[config.mk]
export PLATFORM = sky130hd
export DESIGN_NAME = rsp_sqrt
export DESIGN_NICKNAME = d
export VERILOG_FILES = /design/src/hdl/assert_macros.svh /design/src/hdl/rsp_pkg.sv /design/src/hdl/rsp_sqrt.sv
export SDC_FILE = /design/constraint.sdc
export NUM_CORES = 1
export LEC_CHECK = 0
export BUFFER_PORTS_ARGS = -buffer_cell sky130_fd_sc_hd__buf_2
export CAP_MARGIN = 20
export CORE_MARGIN = 4
export CORE_UTILIZATION = 40
export DETAILED_ROUTE_END_ITERATION = 7
export SYNTH_ARGS = -nofsm -noshare
export SYNTH_HDL_FRONTEND = slang
export SYNTH_SLANG_ARGS = --single-unit
export TNS_END_PERCENT = 100
[constraint.sdc]
create_clock -name clk -period 27.5 [get_ports clk]
set_clock_uncertainty 0.1 [all_clocks]
set_input_delay 5.5 -clock clk [delete_from_list [all_inputs] [get_ports clk]]
set_output_delay 5.5 -clock clk [all_outputs]
set_load 0.005 [all_outputs]
[src/hdl/assert_macros.svh]
// Assertion helpers shared by the RTL.
`ifndef ASSERT_MACROS_SVH
`define ASSERT_MACROS_SVH
`ifndef SYNTHESIS
// Property checked at every clock edge outside reset.
`define RSP_ASSERT(lbl, clk, rst, prop) \
  lbl: assert property (@(posedge clk) disable iff (rst) (prop)) \
    else $error("rsp check failed");
// Condition in one cycle implies a condition in the next.
`define RSP_ASSERT_NEXT(lbl, clk, rst, pre, post) \
  lbl: assert property (@(posedge clk) disable iff (rst) (pre) |=> (post)) \
    else $error("rsp check failed");
`else
`define RSP_ASSERT(lbl, clk, rst, prop)
`define RSP_ASSERT_NEXT(lbl, clk, rst, pre, post)
`endif
`endif

[src/hdl/rsp_pkg.sv]
package rsp_pkg;

  localparam int COORD_W   = 32;
  localparam int OC_W      = COORD_W + 1;
  localparam int MAX_ITEMS = 65536;
  localparam int CNT_W     = $clog2(MAX_ITEMS + 1);
  localparam int IDX_W     = 16;
  localparam int DIST_W    = 32;
  localparam int UNIT_W    = 18;
  localparam int DIV_STEPS = 48;
  localparam int SQ_STEPS  = 32;
  localparam int STEP_W    = 6;

  // queue depth must be a power of two (pointers wrap naturally)
  localparam int QDEPTH  = 2;
  localparam int QPTR_W  = $clog2(QDEPTH);

  localparam int CFG_IDX_W = 3;
  localparam logic [CFG_IDX_W-1:0] REG_ORIGIN_X    = 3'd0;
  localparam logic [CFG_IDX_W-1:0] REG_ORIGIN_Y    = 3'd1;
  localparam logic [CFG_IDX_W-1:0] REG_ORIGIN_Z    = 3'd2;
  localparam logic [CFG_IDX_W-1:0] REG_DIRECTION_X = 3'd3;
  localparam logic [CFG_IDX_W-1:0] REG_DIRECTION_Y = 3'd4;
  localparam logic [CFG_IDX_W-1:0] REG_DIRECTION_Z = 3'd5;
  localparam logic [CFG_IDX_W-1:0] REG_FALLBACK    = 3'd6;

  typedef struct packed {
    logic signed [OC_W-1:0] oc_x;
    logic signed [OC_W-1:0] oc_y;
    logic signed [OC_W-1:0] oc_z;
    logic [COORD_W-1:0]     radius;
    logic                   rad_ok;
    logic                   last;
  } item_t;

  typedef struct packed {
    logic signed [COORD_W-1:0] x;
    logic signed [COORD_W-1:0] y;
    logic signed [COORD_W-1:0] z;
  } vec_t;

  typedef struct packed {
    logic        start;
    logic [63:0] operand;
  } sqrt_req_t;

  typedef struct packed {
    logic        done;
    logic [31:0] root;
  } sqrt_rsp_t;

  typedef struct packed {
    logic              push;
    logic              found;
    logic [IDX_W-1:0]  index;
    logic [DIST_W-1:0] distance;
    logic              ovf;
  } result_t;

endpackage

[src/hdl/rsp_sqrt.sv]
module rsp_sqrt (
  input  logic                clk,
  input  logic                rst,
  input  rsp_pkg::sqrt_req_t  req,
  output rsp_pkg::sqrt_rsp_t  rsp
);
  import rsp_pkg::*;

  logic [63:0]       x;
  logic [33:0]       rem;
  logic [31:0]       root;
  logic [STEP_W-1:0] cnt;
  logic              done;
  logic [35:0]       rs;
  logic [35:0]       trial;
  logic              ge;
  logic [35:0]       diff;

  assign rs    = {rem, x[63:62]};
  assign trial = {2'b00, root, 2'b01};
  assign ge    = (rs >= trial);
  assign diff  = rs - trial;

  assign rsp.done = done;
  assign rsp.root = root;

  // one result bit per cycle, restoring
  always_ff @(posedge clk) begin
    if (rst) begin
      cnt  <= '0;
      done <= 1'b0;
    end else if (req.start) begin
      x    <= req.operand;
      rem  <= '0;
      root <= '0;
      cnt  <= STEP_W'(SQ_STEPS);
      done <= 1'b0;
    end else if (cnt != '0) begin
      x    <= {x[61:0], 2'b00};
      rem  <= ge ? diff[33:0] : rs[33:0];
      root <= {root[30:0], ge};
      cnt  <= cnt - 1'b1;
      done <= (cnt == STEP_W'(1));
    end else begin
      done <= 1'b0;
    end
  end

endmodule

== Word-level counts from Yosys, hierarchy flattened ==
Cells that the tools add are included.

* Output and inout bits: 33
* Register bits: 137
* Input port bits: 67
* Word-level logic and storage cells: 24

* Multiplexer cells: 7
* Magnitude comparators: 1
* Bitwise operators: 2
* Reductions and logical operators: 5
* Add/subtract/negate cells: 2
* Equal/unequal tests: 1

{| class="wikitable"
|+ Operators with widths
! kind !! count
|-
| 2-to-1 mux 64 bit || 2
|-
| 2-to-1 mux 34 bit || 2
|-
| greater-or-equal comparator 36 x 34 -> 1 bit || 1
|-
| subtractor 34 bit || 1
|-
| 2-to-1 mux 32 bit || 1
|-
| 2-to-1 mux 6 bit || 2
|-
| equality test 6 x 1 -> 1 bit, second input constant || 1
|-
| nonzero test 6 bit || 1
|-
| subtractor 6 x 1 -> 6 bit, second input constant || 1
|-
| OR reduction 3 bit || 1
|-
| inverter 1 bit || 2
|-
| AND reduction 2 bit || 1
|-
| nonzero test 2 bit || 1
|-
| OR reduction 2 bit || 1
|}

== Logic depth before layout (Yosys ltp) ==
Gate-level depths: netlist (run 1).

* Depth in word-level cells: 3
* Mapped depth: 14
* Depth with buffers taken out: 11

== Worst setup path after synthesis (run 1) ==
Ideal clock, no wire load.

* Path kind: input -> register
* From: input req[64] (netlist name)
* To: register rem[0] (enable)
* Path buffers: 2
* Library setup time: 697 ps
* Setup slack: 14268 ps
* Data arrival time: 12435 ps
* Stages on the path: 4
* Data required time: 26703 ps
* Path through: clkbuf_1 -> clkbuf_1 -> inv_1 -> a31oi_1

* Cells in the longest elaborated chain, start to end: 2

{| class="wikitable"
|+ RTL lines
! item !! line !! text
|-
| from (decl) || rsp_sqrt.sv:4 || <nowiki>input rsp_pkg::sqrt_req_t req,</nowiki>
|-
| nonzero test 2 bit (no source line) || n/a ||
|-
| AND reduction 2 bit (no source line) || n/a ||
|-
| to (signal assigned) || rsp_sqrt.sv:40 || <nowiki>rem <= ge ? diff[33:0] : rs[33:0];</nowiki>
|-
| to (decl) || rsp_sqrt.sv:10 || <nowiki>logic [33:0] rem;</nowiki>
|}

No other way between the ends.
A chain may end at the register's enable or synchronous reset.

== Worst setup path in the final report (run 1) ==
* From: input req[64] (netlist name)
* To: register root[15] (enable)

* Cells in the longest elaborated chain, start to end: 2

{| class="wikitable"
|+ RTL lines
! item !! line !! text
|-
| nonzero test 2 bit (no source line) || n/a ||
|-
| AND reduction 2 bit (no source line) || n/a ||
|-
| to (signal assigned) || rsp_sqrt.sv:41 || <nowiki>root <= {root[30:0], ge};</nowiki>
|-
| to (decl) || rsp_sqrt.sv:11 || <nowiki>logic [31:0] root;</nowiki>
|}

No other way between the ends.

==> flow_summary.toml, run 1 <==
[outcome]
status = "complete, no violations"

[synthesis]
yosysUniqueCellTypes = 49
yosysWarnings = 0
avgSynthCellArea_um2 = 11.6
seq_area_frac_synth = 0.536
synthArstFlopShare = 0
yosys-top-cells-count = "edfxtp_1 (130), nor2_1 (87), mux2_2 (62), inv_1 (41), a21oi_1 (38)"
synth_area_leaders = "edfxtp_1 (52%), mux2_2 (9.3%), ha_1 (6.0%)"
synth_top_area_cell = "edfxtp_1"
synth-seq-cells = 137
syn-cell-area_um2 = 7540
yosysTopAreaCellShare = 0.518
syn_inst = 648
synth.most_common_cell = "edfxtp_1"
synth-edff-count = 130
synth_nets = 751
synth_flop_cell = "edfxtp_1"

[global_route]
grt_max_degree = 101
antenna_found_initial = 3
grt_pass1_vias = 5290
grt_pass1_wl_um = 25700
grt_usage = 0.148
globalRouteOverflowTotal = 0

[detailed_routing]
drt_iter0_markers = 293
vias = 5103
wl_um = 15300
drcViolationCount = 0
first_pass_iters = 4
wl_per_cell_um = 15.5
ant_nets = 0
vias_per_cell = 5.18

[clocking]
cts_htree_levels = 4
cts_max_path_buffers = 2
cts_setup_buffers = 0
cts_hold_buffers = 0
cts.sinks = 137
cts_made_buffers = 17
clk_pin_slew_ns = 0.06
cts_tree = "yes"
root_buffer = "clkbuf_16"
ctsResizeCount = 0
clk_latency_ns = 0.42

[timing]
final-max-slew-violation-count = 0
fmax_mhz = 130
final.setup.tns_ns = 0
rsz0062_at_grt = "no"
final_hold_viol_count = 0
final-setup-viol-count = 0
fin_crit_ns = 7.67
min_period_over_period = 0.279
maxSlewHeadroom = 0.386
holdWs_ns = 0.437
worst_slew_pin_slew_ns = 0.921

[finish]
area_growth_pct = 17.8
nets = 846
drive_above_1_share = 0.271

[critical_path]
rrSetupSlack_ns = 23.93
cp-start-kind = "input port"
required_ns = 27.44
r2r_cells = 11
cp_max_fo = 70
arrival_ns = 7.62
rr_startpoint = "rem[11]$_SDFFCE_PP0P_"
endpoint_kind = "flip-flop"
worstSetupPathType = "in -> reg"
crit_start = "req[64]"
rr_endpoint = "rem[25]$_SDFFCE_PP0P_"

[min_path]
holdPathEnd = "cnt[1]$_SDFFE_PP0P_"
hold_depth = 2
min_path_type = "reg -> reg"
hold_start = "cnt[1]$_SDFFE_PP0P_"

[placement]
dp_hpwl_um = 10600
gp_congestion = 0.841
port-buffer-count = 99

[floorplanning]
die_h_um = 145
dieArea_um2 = 21100
die_x_um = 145
io_pins = 100
coreArea_um2 = 18300
start_util = 0.413
rows = 49

[power]
powerDensity_nw_per_um2 = 101
leakagePower_uw = 0.00357
peakVddDrop_mv = 0.0513

[job]
drv_cap = 0
## placed cells by master (no fill, tap or decap), drive strengths merged, types with 17 or more instances in the layout
master | Yosys | routed
edfxtp | 130 | 130
mux2 | 62 | 62
mux2i | 30 | 30
ha | 36 | 36
xnor2 | 20 | 20
a21oi | 38 | 38
o21ai | 21 | 21
inv | 41 | 50
clkbuf | 16 | 17
buf | 13 | 105
nor2 | 87 | 87
nand2 | 33 | 33
## worst max path at each step
stage | end | slack [ns]
floorplan | rem[0]$_SDFFCE_PP0P_ | 14.27
global placement | rem[15]$_SDFFCE_PP0P_ | 19.20
detailed placement | rem[20]$_SDFFCE_PP0P_ | 19.08
CTS | root[15]$_SDFFCE_PP0P_ | 19.56
global route | root[15]$_SDFFCE_PP0P_ | 19.63
finish | root[15]$_SDFFCE_PP0P_ | 19.83
## layer usage
layer,vias up,GRT usage,wire length (um)
li1,2563,-,-
met1,2406,0.185,6990
met2,108,0.237,7060
met3,20,0.0589,997
met4,6,0.0437,207
met5,-,0,33
## registers in the layout, summed over array words and instances (netlist names)
signal and count:
cnt 6, done 1, rem 34, root 32, x 64
## kinds of logic (layout without fill, tap and decap cells)
logic type                 count (synthesis)  after routing  share of synthesized area
muxes                                     92             92                      0.132
and+or+nand+nor                          169            169                     0.0984
adders and majority gates                 36             36                     0.0597
buffers and inverters                     70            178                     0.0418
other                                      0              1                          0
DFF                                      137            137                      0.536
AOI/OAI and AO/OA                        110            110                     0.0921
xor gates and xnor gates                  34             34                     0.0395
## critical path, cell delays in order
cell and delay [ns]:
buf_4 0.37, inv_1 0.17, a31oi_4 0.56, buf_16 0.23, buf_4 0.73
## through the flow
stage          cells  utilization  power, uW  setup slack, ns  area, um2
3_5_place_dp     951        0.450        662            19.08       8220
6_report         986        0.486        895            19.83       8880
3_3_place_gp     951        0.450        655            19.20       8220
4_1_cts          983        0.483        902            19.56       8820
2_1_floorplan    648            -        596            14.27       7540
5_1_grt          985        0.486        963            19.63       8880
## report_power, final
group          switching, uW  internal (uW)  leakage, uW
combinational            197            151      0.00194
sequential              19.8            290      0.00133
clock                   99.1            138     0.000292
## cell type report
type,count,area [um2]
antenna,1,2.50
clock inverter,15,179
tap,229,287
clock buffer,17,425
timing repair buffer,105,583
multi-input combinational,441,3210
fill,1681,9390
sequential,137,4040
inverter,41,154
Note: power is estimated with default switching activity, not from simulation.
==> run 2, diff against run 1 <==
Settings changed: ABC_AREA set to 1.
Clock period 27.5 ns to 7.19 ns, I/O delays scaled along.
==> run 2 against run 1 <==
  * Critical path depth unchanged
  * Synthesized cell count grew 71%
  * Power rose to 3.6 times the previous value
  * Utilization down 1.6 points
  * First-iteration DRC count up 38%
  * Largest power group unchanged
  * Critical path type unchanged
  * Final cell count up 51%
  * Combinational power rose to 3.6 times the previous value
  * Setup slack lost 16 ns
  * Via count increased by 35%
  * Register-to-register slack lost 19 ns
  * Clock power rose to 3.8 times the previous value
  * Flip-flop and latch count unchanged
==> flow_summary.toml, run 2 <==
[outcome]
status = "complete, no violations"

[finish]
largest_register_ffs = 64
top_register = "x"
top_regs = "x (64), rem (34), root (32)"
final_common_cell = "nand2_1"
drive_above_1_share = 0.149
antenna_cells = 0
fin_area_um2 = 9880
area_growth_pct = 15.2
final_cell_mix = "nand2_1 (453), inv_1 (158), edfxtp_1 (130), nor2_1 (122), buf_2 (98)"
nets = 1307

[floorplanning]
dieArea_um2 = 23800
io_pins = 100
die_h_um = 154
die_x_um = 154
start_util = 0.408
coreArea_um2 = 21000
rows = 53

[placement]
gp_congestion = 0.947
dpl-instance-area_um2 = 9280
port-buffer-count = 99
dp_hpwl_um = 13900

[synthesis]
synth_nets = 1214
synthArstFlopShare = 0
synth_area_leaders = "edfxtp_1 (46%), nand2_1 (20%), inv_1 (7.0%)"
synth-edff-count = 130
avgSynthCellArea_um2 = 7.72
yosysWarnings = 0
syn_inst = 1111
synth.most_common_cell = "nand2_1"
synth_top_area_cell = "edfxtp_1"
yosysUniqueCellTypes = 36
yosysTopAreaCellShare = 0.455
yosys-top-cells-count = "nand2_1 (453), inv_1 (159), edfxtp_1 (130), nor2_1 (122), ha_1 (36)"
synth-seq-cells = 137
seq_area_frac_synth = 0.472
syn-cell-area_um2 = 8570
synth_flop_cell = "edfxtp_1"

[critical_path]
endpoint_kind = "flip-flop"
worstSetupPathType = "in -> reg"
cp-start-kind = "input port"
cp_max_fo = 130
required_ns = 7.14
arrival_ns = 3.28

[clocking]
root_buffer = "clkbuf_16"
cts_htree_levels = 4
clk_latency_ns = 0.43
cts_tree = "yes"
cts.sinks = 137
cts_setup_buffers = 0
cts_hold_buffers = 0
ctsResizeCount = 0
clk_pin_slew_ns = 0.06
cts_made_buffers = 17
cts_max_path_buffers = 2

[power]
peakVddDrop_mv = 0.154
power_uw = 3260
powerDensity_nw_per_um2 = 330
leakagePower_uw = 0.00502

[timing]
maxSlewHeadroom = 0.490
min_period_over_period = 0.463
fmax_mhz = 301
final_hold_viol_count = 0
final-max-slew-violation-count = 0
worst_slew_pin_slew_ns = 0.765
final.setup.tns_ns = 0
fin_crit_ns = 3.33
final-setup-viol-count = 0
rsz0062_at_grt = "no"

[global_route]
antenna_found_initial = 2
grt_usage = 0.165
grt_pass1_vias = 6742
grt_max_degree = 131
grt_pass1_wl_um = 32100
globalRouteOverflowTotal = 0

[min_path]
min_path_type = "reg -> reg"

[detailed_routing]
drt_iter0_markers = 405
vias_per_cell = 4.63
ant_nets = 0
wl_per_cell_um = 13.0
wl_um = 19400
drcViolationCount = 0
vias = 6901
first_pass_iters = 5

[job]
drv_cap = 0
## run 2: final timing paths
| check | end | slack [ns] | startpoint | cells past startpoint |
|---|---|---|---|---|
| min reg2reg | cnt[5]$_SDFFE_PP0N_ | 0.38 | cnt[5]$_SDFFE_PP0N_ | 2 |
| max | root[14]$_SDFFCE_PP0P_ | 3.86 | req[64] | 5 |
| max reg2reg | rem[3]$_SDFFCE_PP0P_ | 4.51 | root[0]$_SDFFCE_PP0P_ | 13 |
| min | cnt[5]$_SDFFE_PP0N_ | 0.38 | cnt[5]$_SDFFE_PP0N_ | 2 |
## run 2: layout make-up
class                   instances  area, um2
well taps                     275        344
inverters                     161        612
multi-input cells             785       3740
fillers                      2134      11100
flip-flops and latches        137       4040
clock inverters                15        175
repair buffers                102        533
clock buffers                  17        425
## run 2: critical path: stages
cell,delay (ns)
buf_4,0.47
inv_2,0.04
buf_4,0.34
a21oi_4,0.27
buf_12,0.50
## run 2: power by group
part,internal [uW],switching (uW)
Combinational,430,818
Sequential,1060,59.1
Clock,498,397
Total,1990,1270
## run 2: layer usage
metal  GRT usage  wire length, um  up-vias
met5           0               38        -
met4      0.0606              453        4
met3      0.0420             1170       34
met2       0.265             8670      170
met1       0.215             9050     3043
li1            -                -     3650
## run 2: cell families after synthesis
| family | Yosys count | share of synthesized area |
|---|---|---|
| AOI/OAI and AO/OA | 66 | 0.0471 |
| DFF | 137 | 0.472 |
| xor gates and xnor gates | 17 | 0.0174 |
| adders and majority gates | 36 | 0.0525 |
| buffers and inverters | 189 | 0.0931 |
| and+or+nand+nor | 666 | 0.318 |
## run 2: metrics by stage
stage / utilization / hold slack (ns) / worst slack (ns) / cells
2_1_floorplan: - / 0.344 / 1.38 / 1111
3_3_place_gp: 0.441 / 0.363 / 3.43 / 1460
3_5_place_dp: 0.441 / 0.368 / 3.40 / 1460
4_1_cts: 0.470 / 0.381 / 3.87 / 1492
5_1_grt: 0.470 / 0.417 / 3.73 / 1492
6_report: 0.470 / 0.379 / 3.86 / 1492
