$ cat config.mk
export PLATFORM = sky130hd
export DESIGN_NAME = rsp_front
export DESIGN_NICKNAME = d
export VERILOG_FILES = /design/src/hdl/rsp_pkg.sv /design/src/hdl/rsp_front.sv
export VERILOG_INCLUDE_DIRS = /design/src /design/src/hdl
export SDC_FILE = /design/constraint.sdc
export NUM_CORES = 1
export LEC_CHECK = 0
export ABC_AREA = 1
export BUFFER_PORTS_ARGS = -buffer_cell sky130_fd_sc_hd__buf_2
export CORE_ASPECT_RATIO = 0.9
export CORE_UTILIZATION = 55
export DETAILED_ROUTE_END_ITERATION = 8
export PLACE_DENSITY = 0.85
export SYNTH_ARGS = -nofsm -noshare
export SYNTH_HDL_FRONTEND = slang
export SYNTH_SLANG_ARGS = --single-unit
$ cat constraint.sdc
create_clock -name clk -period 9.82 [get_ports clk]
set_input_delay 1.964 -clock clk [delete_from_list [all_inputs] [get_ports clk]]
set_output_delay 1.964 -clock clk [all_outputs]
set_load 0.005 [all_outputs]
$ cat src/hdl/assert_macros.svh
// Assertion helpers shared by the RTL.
`ifndef ASSERT_MACROS_SVH
`define ASSERT_MACROS_SVH
`ifndef SYNTHESIS
// Property checked at every clock edge outside reset.
`define RSP_ASSERT(lbl, clk, rst, prop) \
  lbl: assert property (@(posedge clk) disable iff (rst) (prop)) \
    else $error("rsp check failed");
// Condition in one cycle implies a condition in the next.
`define RSP_ASSERT_NEXT(lbl, clk, rst, pre, post) \
  lbl: assert property (@(posedge clk) disable iff (rst) (pre) |=> (post)) \
    else $error("rsp check failed");
`else
`define RSP_ASSERT(lbl, clk, rst, prop)
`define RSP_ASSERT_NEXT(lbl, clk, rst, pre, post)
`endif
`endif

$ cat src/hdl/rsp_pkg.sv
package rsp_pkg;

  localparam int COORD_W   = 32;
  localparam int OC_W      = COORD_W + 1;
  localparam int MAX_ITEMS = 65536;
  localparam int CNT_W     = $clog2(MAX_ITEMS + 1);
  localparam int IDX_W     = 16;
  localparam int DIST_W    = 32;
  localparam int UNIT_W    = 18;
  localparam int DIV_STEPS = 48;
  localparam int SQ_STEPS  = 32;
  localparam int STEP_W    = 6;

  // queue depth must be a power of two (pointers wrap naturally)
  localparam int QDEPTH  = 2;
  localparam int QPTR_W  = $clog2(QDEPTH);

  localparam int CFG_IDX_W = 3;
  localparam logic [CFG_IDX_W-1:0] REG_ORIGIN_X    = 3'd0;
  localparam logic [CFG_IDX_W-1:0] REG_ORIGIN_Y    = 3'd1;
  localparam logic [CFG_IDX_W-1:0] REG_ORIGIN_Z    = 3'd2;
  localparam logic [CFG_IDX_W-1:0] REG_DIRECTION_X = 3'd3;
  localparam logic [CFG_IDX_W-1:0] REG_DIRECTION_Y = 3'd4;
  localparam logic [CFG_IDX_W-1:0] REG_DIRECTION_Z = 3'd5;
  localparam logic [CFG_IDX_W-1:0] REG_FALLBACK    = 3'd6;

  typedef struct packed {
    logic signed [OC_W-1:0] oc_x;
    logic signed [OC_W-1:0] oc_y;
    logic signed [OC_W-1:0] oc_z;
    logic [COORD_W-1:0]     radius;
    logic                   rad_ok;
    logic                   last;
  } item_t;

  typedef struct packed {
    logic signed [COORD_W-1:0] x;
    logic signed [COORD_W-1:0] y;
    logic signed [COORD_W-1:0] z;
  } vec_t;

  typedef struct packed {
    logic        start;
    logic [63:0] operand;
  } sqrt_req_t;

  typedef struct packed {
    logic        done;
    logic [31:0] root;
  } sqrt_rsp_t;

  typedef struct packed {
    logic              push;
    logic              found;
    logic [IDX_W-1:0]  index;
    logic [DIST_W-1:0] distance;
    logic              ovf;
  } result_t;

endpackage

$ cat src/hdl/rsp_front.sv
`include "assert_macros.svh"
module rsp_front (
  input  logic                         clk,
  input  logic                         rst,
  input  logic                         push,
  output logic                         full,
  input  logic signed [31:0]           center_x,
  input  logic signed [31:0]           center_y,
  input  logic signed [31:0]           center_z,
  input  logic signed [31:0]           sphere_radius,
  input  logic                         radius_present,
  input  logic                         last,
  input  rsp_pkg::vec_t                origin,
  input  logic signed [31:0]           fallback_radius,
  output rsp_pkg::item_t               item,
  output logic                         item_valid,
  input  logic                         item_pop
);
  import rsp_pkg::*;

  item_t               mem [QDEPTH];
  logic [QPTR_W-1:0]   wptr;
  logic [QPTR_W-1:0]   rptr;
  logic [QPTR_W:0]     count;
  logic                wr_en;
  logic                rd_en;
  logic signed [31:0]  r_sel;
  item_t               cls;

  assign full       = (count == (QPTR_W + 1)'(QDEPTH));
  assign item_valid = (count != '0);
  assign wr_en      = push && !full;
  assign rd_en      = item_pop && item_valid;
  assign item       = mem[rptr];

  always_comb begin
    r_sel = (radius_present && sphere_radius > 0) ? sphere_radius : fallback_radius;
    cls.oc_x   = OC_W'(center_x) - OC_W'(origin.x);
    cls.oc_y   = OC_W'(center_y) - OC_W'(origin.y);
    cls.oc_z   = OC_W'(center_z) - OC_W'(origin.z);
    cls.radius = r_sel;
    cls.rad_ok = (r_sel > 0);
    cls.last   = last;
  end

  always_ff @(posedge clk) begin
    if (wr_en) begin
      mem[wptr] <= cls;
    end
  end

  always_ff @(posedge clk) begin
    if (rst) begin
      wptr  <= '0;
      rptr  <= '0;
      count <= '0;
    end else begin
      if (wr_en) begin
        wptr <= wptr + 1'b1;
      end
      if (rd_en) begin
        rptr <= rptr + 1'b1;
      end
      case ({wr_en, rd_en})
        2'b10:   count <= count + 1'b1;
        2'b01:   count <= count - 1'b1;
        default: count <= count;
      endcase
    end
  end

  `RSP_ASSERT(a_count_bound, clk, rst, count <= (QPTR_W + 1)'(QDEPTH))

endmodule

**Yosys cells after proc, flatten, opt, wreduce, memory -nomap -nowiden**

Memories as Yosys holds them, arrays and structs flattened. A register that Yosys moved wholly into a read port is not among the register bits.
Cells that the tools add are included.

- Magnitude comparators: 2
- Equality and inequality tests: 3
- Reduce and logical (&&, ||, !) cells: 6
- $add $sub $neg: 7
- Muxes and demuxes: 6

Operator list:

| kind | number |
|---|---|
| $sub A32 B32 Y33 | 3 |
| $gt A32 B1 Y1 const B | 2 |
| $mux W32 | 1 |
| $eq A2 B2 Y1 const B | 2 |
| $mux W1 | 4 |
| $pmux W2 S2 | 1 |
| $reduce_bool A2 Y1 | 2 |
| $logic_and A1 B1 Y1 | 3 |
| $add A1 B1 Y1 const B | 2 |
| $add A2 B1 Y2 const B | 1 |
| $eq A2 B1 Y1 const B | 1 |
| $sub A2 B1 Y2 const B | 1 |
| $logic_not A1 Y1 | 1 |

- Input bits: 262
- Memories: 1
- RAM bits: 266
- Word-level logic and storage cells: 28
- Output and inout port bits: 135
- Flip-flop bits (word level): 4

Memories:

| name | words | width | read ports | clocked after memory_dff | write ports | RTL line | source |
|---|---|---|---|---|---|---|---|
| mem | 2 | 133 | 1 | 1 | 1 | rsp_front.sv:21 | `item_t mem [QDEPTH];` |

**Logic depth before layout (Yosys ltp)**

Gate-level depths: netlist (run 1).

- Word-level depth: 5
- Depth in mapped cells: 14
- Depth with buffers taken out: 13

**Worst setup path before layout (run 1)**

No wires, ideal clock.

- Kind: input to register
- Start point: in push
- End point: mem mem[1][0] (netlist name) (enable)
- Buffers on the path: 0
- Library setup time: 0.629 ns
- Cell stages on the path: 2
- Data required time: 9.191 ns
- Setup slack: 1.494 ns
- Data arrival time: 7.697 ns
- Cells stage by stage: o21ai_0 -> nor2_1

- Longest elaborated chain between the ends: 3

RTL lines:

| item | RTL line | source |
|---|---|---|
| start, declared | rsp_front.sv:5 | `input logic push,` |
| $logic_and A1 B1 Y1 | rsp_front.sv:32 | `assign wr_en = push && !full;` |
| $mux W1 | rsp_front.sv:47 | `if (wr_en) begin` |
| $mux W1 (implied by the code) | rsp_front.sv:48 | `mem[wptr] <= cls;` |
| end, declared | rsp_front.sv:21 |  |

Every way passes these cells.

==> results_dict.tcl, run 1 <==
set metrics [dict create \
    status "completed" \
    max_clock_freq_ghz 0.201 \
    vias_per_cell 5.45 \
    max_stage_delay_ns 0.98 \
    peakVddDrop_mv 0.131 \
    synth_simple_gate_area_share_pct 14.5 \
    synth_cell_type_count 40 \
    cts_tree "built" \
    r2r_end "mem[0][24]" \
    yosys.area.top_type_share_pct 48.4 \
    drt_iter0_markers 1245 \
    clock_skew_ns 0.00938 \
    cts_hold_buf 0 \
    cp-start-kind "register" \
    timing.rr.start "count[0]" \
    areaGrowthSynthToFinish_pct 20.5 \
    reg2reg_slack_ns 6.86 \
    start_util_pct 56.5 \
    p_per_area_nw_per_um2 185 \
    slew_headroom_pct 22.5 \
    boundaryPins 397 \
    setup_violations 0 \
    grt_pass1_wl_um 69300 \
    die-area_um2 30700 \
    synth_top_cell_by_area "edfxtp_1" \
    hold_class "register to register" \
    synthXorXnorAreaFrac_pct 4.03 \
    synth_mux_area_share_pct 9.07 \
    crit_family "flip-flops" \
    cts_sinks 271 \
    finalWorstSetupSlack_ns 4.85 \
    vias 13800 \
    worstPathArrival_ns 3.01 \
    numCtsBuffers 28 \
    path_buf_inv 2 \
    hold_viol_final 0 \
    grt_start_max_net_pins 79 \
    ff_latch_area_um2 8090 \
    coreArea_um2 29200 \
    wl_per_cell_um 17.8 \
    synth_area_um2 16500 \
    critPathMaxFanout 69 \
    finalWirelength_um 45100 \
    rsz0062_at_grt "false" \
    hp-start "rptr" \
    synth.avg_cell_area_um2 9.71 \
    synth_enable_flop_cells 266 \
    syn-instance-count 1702 \
    synth_seq_cells 271 \
    fin_util_pct 68.1 \
    whs_path_depth 2 \
    grt_pass1_vias 13500 \
    required_ns 7.86 \
    gr-total-overflow 0 \
    dp.final_hpwl_um 34900 \
    placed_area_um2 18900 \
    clock_latency_ns 0.54 \
    ys_seq_area_share_pct 49.0 \
    p_total_mw 3.67 \
    nFillCells 2264 \
    synth_common_cells "316 x nand2_1, 272 x inv_1, 266 x edfxtp_1, 147 x nor2_1, 133 x mux2_2" \
    cts_resized 0 \
    fp.dieH_um 166 \
    clock_path_buffers 3 \
    layout-drive-gt1-share_pct 27.7 \
    syn_nets 2064 \
    layout.nets 2472 \
    p_leak_nw 9.06 \
    synthFlopType "edfxtp_1" \
    grtUsageTotal_pct 28.8 \
    synthAdderAreaFrac_pct 7.71 \
    synthTopCellsByArea "edfxtp_1 48%, mux2_2 9.1%, ha_1 7.3%" \
    yosys_warnings 0 \
    final_cells 2537 \
    reg2regPathDepth 4 \
    postCtsSetupBuffers 0 \
    worst_slew_pin_slew_ns 1.16 \
    dieWidth_um 185 \
    cp_slowest_cell "dfxtp_4" \
    path_cells "buf_4 -> mux2_2 -> buf_2" \
    fin_tns_setup_ns 0 \
    gp_congestion 0.988 \
    multi_input_area_um2 7300 \
    maxSlewViolCount 0 \
    whs_ns 0.488 \
    fin_crit_sh_pct 50.6 \
    antenna_found_initial 10 \
    min_period_ns 4.97 \
    ant_nets 0 \
    maxCapViolCount 0 \
    criticalPathCategory "register to output pin" \
    cp-end-kind "output pin" \
    post-route-cell-area_um2 19900 \
    drc 0 \
    dr.pass1.iters 8 \
    h-tree-depth 1 \
    port_buffers 396 \
    clkTransAtPathRegs_ns 0.06 \
    cts_root_buf "clkbuf_16" \
    synth-async-reset-ratio_pct 0 \
    post-place-ws_ns 5.26 \
    num_rows 59 \
    synth_top_family_by_area "simple AND/OR/NAND/NOR gates" \
    synth_compound_area_share_pct 8.85 \
    yosysMostFrequentCell "nand2_1" \
    place_inst 2476 \
]
## cell usage in the layout, fill, tap and decap left out, drive strengths merged, types with 48 or more instances in the layout
| master | n |
|---|---|
| nor2 | 148 |
| xor2 | 48 |
| mux2 | 133 |
| nand2 | 317 |
| ha | 97 |
| buf | 401 |
| nand3 | 50 |
| inv | 275 |
| o21ai | 62 |
| a21oi | 123 |
| edfxtp | 266 |
## registers in the layout, summed over array words and instances, names as in the netlist, named ones only
register and count:
mem 266, rptr 1, count 2, wptr 1
## power by group
part	leakage (nW)	internal, mW	switching [mW]
clock	0.459	0.627	0.455
sequential	2.53	1.50	0.0785
combinational	6.07	0.439	0.570
total	9.06	2.57	1.10
## tightest hold or removal path, cell delays in order (launching register included)
cell and delay (ns):
dfxtp_1 0.30, nand2_1 0.08, a21oi_1 0.06
## area by class of cell
class                      instances  share of cell area, %
inverter                         272                   5.13
clock buffer                      34                   3.74
tap                              396                   2.49
clock inverter                    17                   1.01
multi-input combinational       1136                   36.7
antenna                           10                  0.126
sequential                       271                   40.7
timing repair buffer             401                   10.1
## logic make-up after synthesis
group,Yosys count
adder cells (fa/ha/maj),100
AO/OA/AOI/OAI,250
flip-flops,271
multiplexers,133
AND/OR/NAND/NOR,577
XOR/XNOR,76
buffers and inverters,295
## layer usage
layer / global-route usage, % / wire [um] / vias to the layer above
met4: 9.70 / 1430 / 0
met5: 0 / 0 / -
met2: 47.9 / 21400 / 650
met3: 3.76 / 3100 / 91
li1: - / - / 6621
met1: 38.9 / 19200 / 6458
## worst max path at each step
stage / slack (ns) / cells past startpoint / end / start
6_report: 4.85 / 3 / item[52] / register
5_1_grt: 4.69 / 3 / item[2] / register
4_1_cts: 4.85 / 3 / item[45] / register
3_5_place_dp: 5.26 / 5 / mem[0][25] / push
3_3_place_gp: 5.32 / 5 / mem[1][116] / push
2_1_floorplan: 1.49 / 2 / mem[1][0] / push
Note: power is estimated with default switching activity, not from simulation.
==> inputs of run 2 (changes only) <==
CORE_UTILIZATION = 50   (was 55)
PLACE_DENSITY = 0.81   (was 0.85)
clock period = 4.2 ns   (was 9.82 ns; I/O delays follow)
==> results_dict.tcl, run 2 (synthesized netlist as in run 1, its figures left out) <==
set metrics [dict create \
    post-route-cell-area_um2 19900 \
    hold_class "primary input to register" \
    grt_pass1_vias 13700 \
    gr-total-overflow 0 \
    vias_per_cell 5.35 \
    clock_power_share_pct 29.4 \
    fp.dieH_um 174 \
    cts_tree "built" \
    r2r_end "mem[0][9]" \
    cts_sinks 271 \
    timing.rr.start "count[0]" \
    p_int_mw 6.04 \
    dp.final_hpwl_um 34500 \
    postCtsSetupBuffers 0 \
    path_cells "buf_4 -> mux2_2 -> buf_2" \
    cp_slowest_cell "buf_4" \
    top_register "mem" \
    maxCapViolCount 0 \
    rsz0062_at_grt "false" \
    ant_nets 0 \
    boundaryPins 397 \
    crit_end "item[112]" \
    gp_congestion 0.921 \
    clkTransAtPathRegs_ns 0.06 \
    peakVddDrop_mv 0.305 \
    die-area_um2 33800 \
    reg2reg_slack_ns 2.05 \
    reg2regPathDepth 3 \
    dieWidth_um 194 \
    power.switching_mw 2.58 \
    fin_crit_sh_pct 72.4 \
    layout.nets 2474 \
    areaGrowthSynthToFinish_pct 20.7 \
    slew_headroom_pct 34.8 \
    min_period_ns 3.04 \
    layout-drive-gt1-share_pct 27.8 \
    ff_latch_area_um2 8090 \
    drt_iter0_markers 978 \
    port_buffers 396 \
    final_common_cell "buf_2" \
    max_stage_delay_ns 0.63 \
    multi_input_area_um2 7300 \
    largest_reg_flops 266 \
    placed_area_um2 19000 \
    clock_path_buffers 3 \
    setup_violations 0 \
    final_cell_mix "396 x buf_2, 316 x nand2_1, 272 x inv_1" \
    cts_root_buf "clkbuf_16" \
    worst_slew_pin_slew_ns 0.968 \
    cts_resized 0 \
    start_util_pct 51.3 \
    max_clock_freq_ghz 0.329 \
    grtUsageTotal_pct 26.2 \
    vias 13700 \
    dr.pass1.iters 7 \
    place_inst 2497 \
    whs_path_depth 1 \
    maxSlewViolCount 0 \
    final_cells 2551 \
    critPathMaxFanout 61 \
    grt_start_max_net_pins 135 \
    clock_skew_ns 0.0128 \
    finalWorstSetupSlack_ns 1.16 \
    numCtsBuffers 29 \
    antenna_found_initial 2 \
    combinationalPowerShare_pct 28.9 \
    coreArea_um2 32200 \
    num_rows 62 \
    criticalPathCategory "register to output pin" \
    cts_hold_buf 0 \
    whs_ns 0.480 \
    p_per_area_nw_per_um2 432 \
    hold_viol_final 0 \
    cp-end-kind "output pin" \
    cp-start-kind "register" \
    top_regs "mem: 266 flops, count: 2 flops" \
    status "completed" \
    nFillCells 2699 \
    p_leak_nw 9.06 \
    required_ns 3.36 \
    clock_latency_ns 0.56 \
    finalWirelength_um 44700 \
    worstPathArrival_ns 2.20 \
    grt_pass1_wl_um 70100 \
    h-tree-depth 1 \
    switching_share_pct 29.9 \
    wl_per_cell_um 17.5 \
    fin_util_pct 62.0 \
    power_frac_seq_pct 41.7 \
    post-place-ws_ns 1.08 \
    drc 0 \
]
run 2: cell types whose count changed in the layout (fill, tap and decap cells not counted), moves of 2 or more:
cell,change
buf_12,+3
clkbuf_8,+2
clkinv_4,-3
buf_4,-2
clkbuf_1,+2
diode_2,-8
clkinvlp_4,+2
clkinv_2,+2
run 2: power groups by stage:
stage / combinational [mW] / sequential [mW] / clock [mW]
finish: 2.49 / 3.60 / 2.53
global route: 2.72 / 3.63 / 2.68
CTS: 2.50 / 3.60 / 2.58
detailed placement: 2.48 / 3.65 / 0
global placement: 2.44 / 3.63 / 0
floorplan: 1.50 / 3.65 / 0
run 2: layout make-up:
| class | instances | area share, % |
|---|---|---|
| clock inverters | 14 | 0.797 |
| flip-flops and latches | 271 | 40.6 |
| multi-input cells | 1136 | 36.6 |
| inverters | 272 | 5.12 |
| diodes | 2 | 0.0251 |
| repair buffers | 402 | 10.4 |
| clock buffers | 38 | 3.91 |
| well taps | 416 | 2.61 |
run 2: worst min path at each step:
stage	startpoint	end
2_1_floorplan	rptr	register
3_3_place_gp	rptr	register
3_5_place_dp	rptr	register
4_1_cts	last	mem[1][0]
5_1_grt	last	mem[1][0]
6_report	last	mem[1][0]
run 2: per-stage QoR:
stage / TNS (ns) / power, mW
after floorplan: -205.39 / 5.15
after detailed placement: 0 / 6.14
after CTS: 0 / 8.68
after global routing: 0 / 9.02
after global placement: 0 / 6.07
final: 0 / 8.62
run 2: critical path: cells and delay by family (launching register included):
kind     cells  cell delay [ns]
mux          1             0.46
flops        1             0.36
buf+inv      2             0.77
run 2: layer usage:
metal	global-route usage (%)	wire, um	vias up
li1	-	-	6605
met1	35.0	19200	6425
met2	43.7	21100	548
met3	3.82	3030	82
met4	8.87	1380	0
met5	0	0	-
==> inputs of run 3 (changes only) <==
CORE_UTILIZATION = 55   (was 50)
PLACE_DENSITY = 0.85   (was 0.81)
clock period = 2.9 ns   (was 4.2 ns; I/O delays follow)
==> results_dict.tcl, run 3 (synthesized netlist as in run 1, its figures left out) <==
set metrics [dict create \
    status "completed" \
    clock_skew_ns 0.0201 \
    power_frac_seq_pct 41.2 \
    met3_usage_pct 3.30 \
    final_common_cell "buf_2" \
    maxCapViolCount 0 \
    drt_iter0_markers 1010 \
    vias_per_cell 5.44 \
    grt_pass1_vias 13500 \
    coreArea_um2 29200 \
    clock_latency_ns 0.54 \
    wl_per_cell_um 17.5 \
    layout-drive-gt1-share_pct 28.0 \
    switching_share_pct 29.5 \
    clock_path_buffers 3 \
    top_register "mem" \
    cts_resized 0 \
    max_stage_delay_ns 0.42 \
    maxSlewViolCount 0 \
    path_buf_inv 2 \
    finalWirelength_um 44500 \
    top_regs "mem: 266 flops, count: 2 flops" \
    p_leak_nw 9.13 \
    num_rows 59 \
    start_util_pct 56.5 \
    max_clock_freq_ghz 0.405 \
    dieWidth_um 185 \
    combinationalPowerShare_pct 29.0 \
    required_ns 2.32 \
    numCtsBuffers 28 \
    vias 13800 \
    cp_slowest_cell "mux2_2" \
    grt_start_max_net_pins 75 \
    dp.final_hpwl_um 34500 \
    p_per_area_nw_per_um2 630 \
    fin_crit_sh_pct 85.1 \
    cp-start-kind "register" \
    use_met1_pct 38.0 \
    layout.nets 2479 \
    cts_sinks 271 \
    die-area_um2 30700 \
    path_cells "buf_12 -> mux2_2 -> buf_2" \
    areaGrowthSynthToFinish_pct 21.5 \
    min_period_ns 2.47 \
    final_cell_mix "396 x buf_2, 316 x nand2_1, 272 x inv_1" \
    hold_class "primary input to register" \
    ant_nets 0 \
    p_total_mw 12.6 \
    h-tree-depth 1 \
    worst_slew_pin_slew_ns 0.562 \
    postCtsSetupBuffers 0 \
    port_buffers 396 \
    worstPathArrival_ns 1.89 \
    clock_power_share_pct 29.8 \
    power.switching_mw 3.73 \
    p_int_mw 8.92 \
    final_cells 2540 \
    clkTransAtPathRegs_ns 0.06 \
    fp.dieH_um 166 \
    peakVddDrop_mv 0.500 \
    rsz0062_at_grt "false" \
    boundaryPins 397 \
    fin_tns_setup_ns 0 \
    grt_busiest_layer "met2" \
    cts_root_buf "clkbuf_16" \
    place_inst 2483 \
    gr-total-overflow 0 \
    hold_viol_final 0 \
    dr.pass1.iters 5 \
    cp-end-kind "output pin" \
    antenna_found_initial 4 \
    grtUsageTotal_pct 28.3 \
    grt_pass1_wl_um 68400 \
    met2_usage_pct 48.1 \
    slew_headroom_pct 62.1 \
    setup_violations 0 \
    gp_congestion 0.951 \
    critPathMaxFanout 74 \
    cts_hold_buf 0 \
    largest_reg_flops 266 \
    cts_tree "built" \
    criticalPathCategory "register to output pin" \
    drc 0 \
    crit_family "buffers and inverters" \
]
[run 3: changes by cell type in the layout (fill, tap and decap cells not counted), moves of 2 or more]
cell	before	now
buf_12	3	7
diode_2	2	5
buf_4	3	5
clkbuf_8	2	4
clkinv_2	5	3
[run 3: cell type report]
class | instances | area [um^2]
Fill cell | 2273 | 9160
Clock inverter | 13 | 178
Multi-Input combinational cell | 1136 | 7320
Inverter | 272 | 1020
Antenna cell | 5 | 12.5
Sequential cell | 271 | 8090
Timing Repair Buffer | 408 | 2160
Clock buffer | 39 | 803
Tap cell | 396 | 495
[run 3: worst paths after layout]
path	start	end	slack, ns	depth (start not counted)
worst max-delay path	register	item[0]	0.43	3
worst min-delay path	last	mem[0][0]	0.23	1
worst max register to register	count[0]	count[1]	1.29	10
worst min register to register	rptr	register	0.49	2
[run 3: worst register-to-register path, delay by kind of cell (launching register included)]
family                   cells  cell delay [ns]
adder cells (fa/ha/maj)      1             0.25
flip-flops                   1             0.48
buffers and inverters        3             0.28
AND/OR/NAND/NOR              6             0.53
[run 3: power groups by stage]
stage                     logic (mW)  registers, mW  clock network (mW)
after floorplan                 2.18           5.26                   0
after global placement          3.55           5.25                   0
after detailed placement        3.62           5.29                   0
after CTS                       3.65           5.21                3.84
after global routing            3.98           5.26                3.97
final                           3.67           5.21                3.77
[run 3: metrics by stage]
| stage | utilization, % | hold WS (ns) | worst slack [ns] | instance area (um^2) |
|---|---|---|---|---|
| after floorplan | - | 0.454 | -0.170 | 16500 |
| after global placement | 65.3 | 0.464 | 0.193 | 19100 |
| after detailed placement | 65.3 | 0.482 | 0.133 | 19100 |
| after CTS | 68.6 | 0.189 | 0.427 | 20100 |
| after global routing | 68.7 | 0.198 | 0.367 | 20100 |
| final | 68.7 | 0.228 | 0.432 | 20100 |
[run 3: per-layer routing]
layer  share of wire, %  vias to the layer above
met5                  0                        -
met4                2.9                        0
met3                6.0                       84
met2                 48                      546
met1                 43                     6541
li1                   -                     6636
